### config.mk
export PLATFORM = sky130hd
export DESIGN_NAME = sact_ctrl
export DESIGN_NICKNAME = d
export VERILOG_FILES = /design/src/rtl/sact_pkg.sv /design/src/rtl/sact_ctrl.sv
export SDC_FILE = /design/constraint.sdc
export NUM_CORES = 1
export LEC_CHECK = 0
export ABC_AREA = 0
export BUFFER_PORTS_ARGS = -buffer_cell sky130_fd_sc_hd__buf_2
export CAP_MARGIN = 10
export CORE_AREA = 10 10 47 49
export DETAILED_ROUTE_END_ITERATION = 8
export DIE_AREA = 0 0 57 59
export PLACE_DENSITY = 0.36
export REMOVE_ABC_BUFFERS = 1
export SLEW_MARGIN = 10
export SYNTH_ARGS = -nofsm -noshare
export SYNTH_HDL_FRONTEND = slang
export SYNTH_SLANG_ARGS = --single-unit
### constraint.sdc
create_clock -name i_clk -period 0.8 [get_ports i_clk]
set_input_delay 0.08 -clock i_clk [delete_from_list [all_inputs] [get_ports i_clk]]
set_output_delay 0.08 -clock i_clk [all_outputs]
set_load 0.1 [all_outputs]
### src/rtl/sact_pkg.sv
// shared constants, types and helper functions of the cache tag controller
package sact_pkg;

    localparam int WAYS     = 8;
    localparam int SETS     = 1024;
    localparam int TAG_BITS = 16;

    localparam int IN_SET_W  = 10;
    localparam int IN_TAG_W  = 16;
    localparam int OUT_WAY_W = 3;

    localparam int SET_W = (SETS > 1) ? $clog2(SETS) : 1;
    localparam int WAY_W = $clog2(WAYS);

    typedef logic [WAYS-1:0][TAG_BITS-1:0] t_tag_row;

    typedef struct packed {
        logic [WAYS-1:0] valid;
        logic [WAYS-1:0] dirty;
        logic [WAYS-1:0] used;
    } t_stat_row;

    typedef enum logic [1:0] {
        S_CLEAR,
        S_IDLE,
        S_LOOKUP
    } t_state;

    typedef struct packed {
        logic clr;
        logic idle;
        logic load;
        logic commit;
    } t_cmd;

    typedef struct packed {
        logic clr_last;
        logic out_free;
    } t_sts;

    function automatic logic [WAY_W-1:0] first_one(input logic [WAYS-1:0] vec);
        logic [WAY_W-1:0] idx;
        idx = '0;
        for (int w = WAYS - 1; w >= 0; w--) begin
            if (vec[w]) begin
                idx = WAY_W'(w);
            end
        end
        return idx;
    endfunction

endpackage

### src/rtl/sact_ctrl.sv
// controller state machine: clearing pass, accept and lookup/update sequencing
module sact_ctrl import sact_pkg::*; (
    input  logic i_clk,
    input  logic i_rst_n,
    input  logic i_in_valid,
    input  t_sts i_sts,
    output t_cmd o_cmd
);

    t_state r_state;
    t_state n_state;

    always_ff @(posedge i_clk) begin
        if (!i_rst_n) begin
            r_state <= S_CLEAR;
        end else begin
            r_state <= n_state;
        end
    end

    always_comb begin
        n_state = r_state;
        o_cmd   = '0;
        unique case (r_state)
            S_CLEAR: begin
                o_cmd.clr = 1'b1;
                if (i_sts.clr_last) begin
                    n_state = S_IDLE;
                end
            end
            S_IDLE: begin
                o_cmd.idle = 1'b1;
                o_cmd.load = i_in_valid;
                if (i_in_valid) begin
                    n_state = S_LOOKUP;
                end
            end
            S_LOOKUP: begin
                if (i_sts.out_free) begin
                    o_cmd.commit = 1'b1;
                    n_state      = S_IDLE;
                end
            end
            default: begin
                n_state = S_CLEAR;
            end
        endcase
    end

endmodule

# Word-level counts from Yosys, hierarchy flattened
# Cells that the tools add are included.
# totals
word_cells	16
regBits	2
output_inout_bits	4
input_bits	5
# classes
muxes	8
eq_ne	5
n_reduce_logical	2
# op_table
op	count
2-to-1 mux 2 bit	4
!= test 2 bit, second input constant	3
case mux 2 bit (3 select lines)	1
2-to-1 mux 1 bit	3
AND reduction 3 bit	1
equality test 2 x 1 -> 1 bit, second input constant	1
equality test 2 bit, second input constant	1
zero test 2 bit	1

# Longest topological paths before layout
# logic_depth
ltp_word	3
depth_mapped	3
depth_no_buf	3

# Worst setup path after synthesis
# Ideal clock, no wire load.
# synth_timing
path_type	register -> output
start	register r_state[1]
end	output o_cmd[0] (netlist bit)
t_arrival_ns	2.611
required_ns	0.720
stages_incl_launch_ff	2
slack_ns	-1.891
n_path_buf	0
cell_sequence	dfxtp_1 nor3b_1
# synth_rtl
item	line	text
start, declared	sact_ctrl.sv:10	t_state r_state;
start signal, assigned	sact_ctrl.sv:17	r_state <= n_state;
end, declared	sact_ctrl.sv:7	output t_cmd o_cmd

==> impl_summary.md <==
Run status
The run finished, with violations left. The checks that failed: negative setup slack.

Cells and area
The layout overhead on the synthesized area is 176.9%. The antenna diode instance count is 0. The net total in the final layout is 35. The largest registers in the layout are r_state: 2 flops. The register with the most flip-flops in the final layout is r_state. Leaving out filler cells and counting taps, the final layout contains 44. The finished cells cover 315.3 um^2. In the final layout, the share of cells above drive strength 1 is 0.7857.

The number of flip-flops in the largest register is 2.

Place
The congestion estimate from routability-driven global placement came to 0.6322. The placed cell area is 249.0 um^2. The number of buffers inserted by port buffering is 8. The post-DP HPWL is 329.6 um. In this run, placement finished with an instance count of 40.

Global routing
The number of antenna violations at the first check in global routing was 0. The first global-routing pass estimated 752 um of wire. The via count of the first global-routing pass was 179.

The maximum number of pins on one net before global-route repair is 6. Across every metal layer, demand over resource in global routing totals 0.03231. The overall overflow remaining after global route is 0.

Clocking
The buffer levels on the longest clock path is 2. In this run the number of H-tree levels came out at 1. The clock latency on the worst-skew pair is 220 ps. The cts-stage hold buffer count is 0.

Clock-pin slew was measured on the worst setup and hold paths at 30 ps. The tree built by TritonCTS fans out to 2 sinks. Clock tree synthesis selected as its root buffer the cell sky130_fd_sc_hd__clkbuf_4. TritonCTS built the clock tree. The number of clock buffers added by TritonCTS is 3.

Setup path
The capturing element type of the critical path is an output port. By startpoint and endpoint, the worst setup path is classified as reg2out. Across all register-to-register paths, the minimum setup slack is -160 ps. The delay contributed by the slowest stage of the critical path is 350 ps. At the worst endpoint, the required time is 720 ps.

Traced cell by cell, the critical path runs through nor3b_2 -> buf_4 -> buf_12. The slowest stage cell on the critical path is sky130_fd_sc_hd__dfxtp_4. On the critical path the largest part of the delay comes from flip-flops. Data on the critical path arrives at its endpoint at 1030 ps. The largest fanout on the critical path is 4.

The worst setup path is launched from a flip-flop. The critical path contains buffers and inverters numbering 2 combined.

STA
The portion of the clock cycle consumed by the worst path in the final layout is 1.386. The setup slack of the critical path after layout is -308.9 ps. On the final layout, the worst clock skew is 0.8805 ps. Setup violations remaining at the end of the flow were counted as 6. Setup repair after global routing could not meet its margin everywhere. Derived from the worst setup path, the maximum achievable clock frequency is 901.8 MHz.

The routed design could run at a clock period as short as 1109 ps. At the pin with the least slew margin, the transition time is 137.7 ps. The max-slew violation count came to 0. In this run the tightest slew margin relative to its limit is 0.9072. The number of hold violations in the final report came to 0.

Floorplan
The die covers 3363 um^2. The I/O pin count is 9. The initial utilization of the core area, before any placement, comes to 0.08125. The height of the chip is 59 um. The die is 57 um wide.

The floorplan row count is 14. The area of the core is 1401 um^2.

Routing
The DRC marker count from the first detailed-route iteration is 5. After detailed routing, the total wire length is 438 um. The detail-routed via count per cell is 3.341. The wire length per cell after detailed routing is 9.955 um. The routed metal-1 wire length is 193 um. The routed layout has 147 vias. For this run, design rule violations remaining after detail routing come to 0. The post-route antenna net violation count is 0. The first-pass iteration count of the detailed router is 3. Detailed routing placed a total of 92 um of wire on met3. After detailed routing, the met2 layer carries 153 um of wire. The uppermost metal layer occupied by signal nets is met3.

Synthesis
Yosys mapped the design onto 10 distinct sky130hd cell types. The Yosys warning count is 0. The average instance in the mapped netlist occupies 8.133 um^2. In this run the cell area of the synthesized design comes to 113.9 um^2. The synthesized instance count is 14.

Counting flops and latches in the post-synthesis netlist gives 2. The register area share after synthesis is 0.3516.

Worst hold path
The class of the tightest hold or removal check is in2reg.

Job
Max-cap violations in this run came to 0.

Power
The worst voltage drop across the vdd grid is 0.4153 mV. For this design the static power due to leakage is 0.1450 nW. The power per cell area is 1981 nW/um^2.
per-layer routing:
metal,up-vias,GRT usage
met1,62,0.02945
met2,9,0.03256
li1,76,-
met4,0,0.03020
met3,0,0.04292
met5,-,0
cell type report:
class / instances / area [um^2]
fillers: 168 / 1086
flip-flops and latches: 2 / 45.04
clock buffers: 3 / 22.52
repair buffers: 12 / 133.9
well taps: 16 / 20.02
inverters: 1 / 3.754
multi-input cells: 10 / 90.09
synthesized netlist by cell type, drive strengths merged:
cell type  number  area [um^2]
buf             1        7.510
dfxtp           2        40.04
o21a            2        15.01
o21ai           1        5.000
o211a           1        10.01
nor3b           2        15.01
nor2            2        7.510
nor2b           1        6.260
nand2           1        3.750
inv             1        3.750
timing repair:
action	CTS	global route
gates cloned	0	0
endpoints found under the setup margin	6	6
pin swaps	1	0
buffers inserted	1	0
resized for setup	10	1
power breakdown:
group / internal (mW) / switching [mW] / total [mW]
combinational: 0.112 / 0.172 / 0.284
clock: 0.165 / 0.0553 / 0.221
sequential: 0.109 / 0.0110 / 0.120
placed cells by master (no fill, tap or decap):
master                     Yosys  layout
sky130_fd_sc_hd__buf_12        0       4
sky130_fd_sc_hd__buf_2         0       4
sky130_fd_sc_hd__buf_4         1       3
sky130_fd_sc_hd__buf_6         0       1
sky130_fd_sc_hd__clkbuf_4      0       3
sky130_fd_sc_hd__dfxtp_2       0       1
sky130_fd_sc_hd__dfxtp_4       0       1
sky130_fd_sc_hd__inv_1         1       1
sky130_fd_sc_hd__nand2_1       1       1
sky130_fd_sc_hd__nor2_2        0       1
sky130_fd_sc_hd__nor2_4        0       1
sky130_fd_sc_hd__nor2b_4       0       1
sky130_fd_sc_hd__nor3b_2       0       2
sky130_fd_sc_hd__o211a_1       1       1
sky130_fd_sc_hd__o21a_1        2       2
sky130_fd_sc_hd__o21ai_0       1       1
through the flow:
step                TNS [ps]  hold slack [ps]  power (mW)  utilization  worst slack [ps]
global route           -1657            102.0      0.6596       0.2250            -365.0
CTS                    -1421            73.67      0.6421       0.2214            -312.0
finish                 -1406            82.66      0.6247       0.2250            -308.9
global placement      -918.5            312.7      0.3829       0.1777            -208.1
floorplan              -6160            197.7      0.2722            -             -1891
detailed placement    -853.9            310.9      0.3817       0.1777            -170.6
final timing paths:
kind	startpoint	endpoint	cells after the start
worst min-delay path	i_rst_n	r_state[1]	2
worst min register to register	r_state[1]	r_state[0]	2
worst max register to register	r_state[0]	r_state[0]	3
worst max-delay path	r_state[1]	o_cmd[0]	3
logic make-up after synthesis:
logic type             synth area share
AOI/OAI and AO/OA                0.2637
DFF                              0.3517
and+or+nand+nor                  0.2857
buffers and inverters           0.09889
No activity file was read; power rests on OpenSTA's default activity.
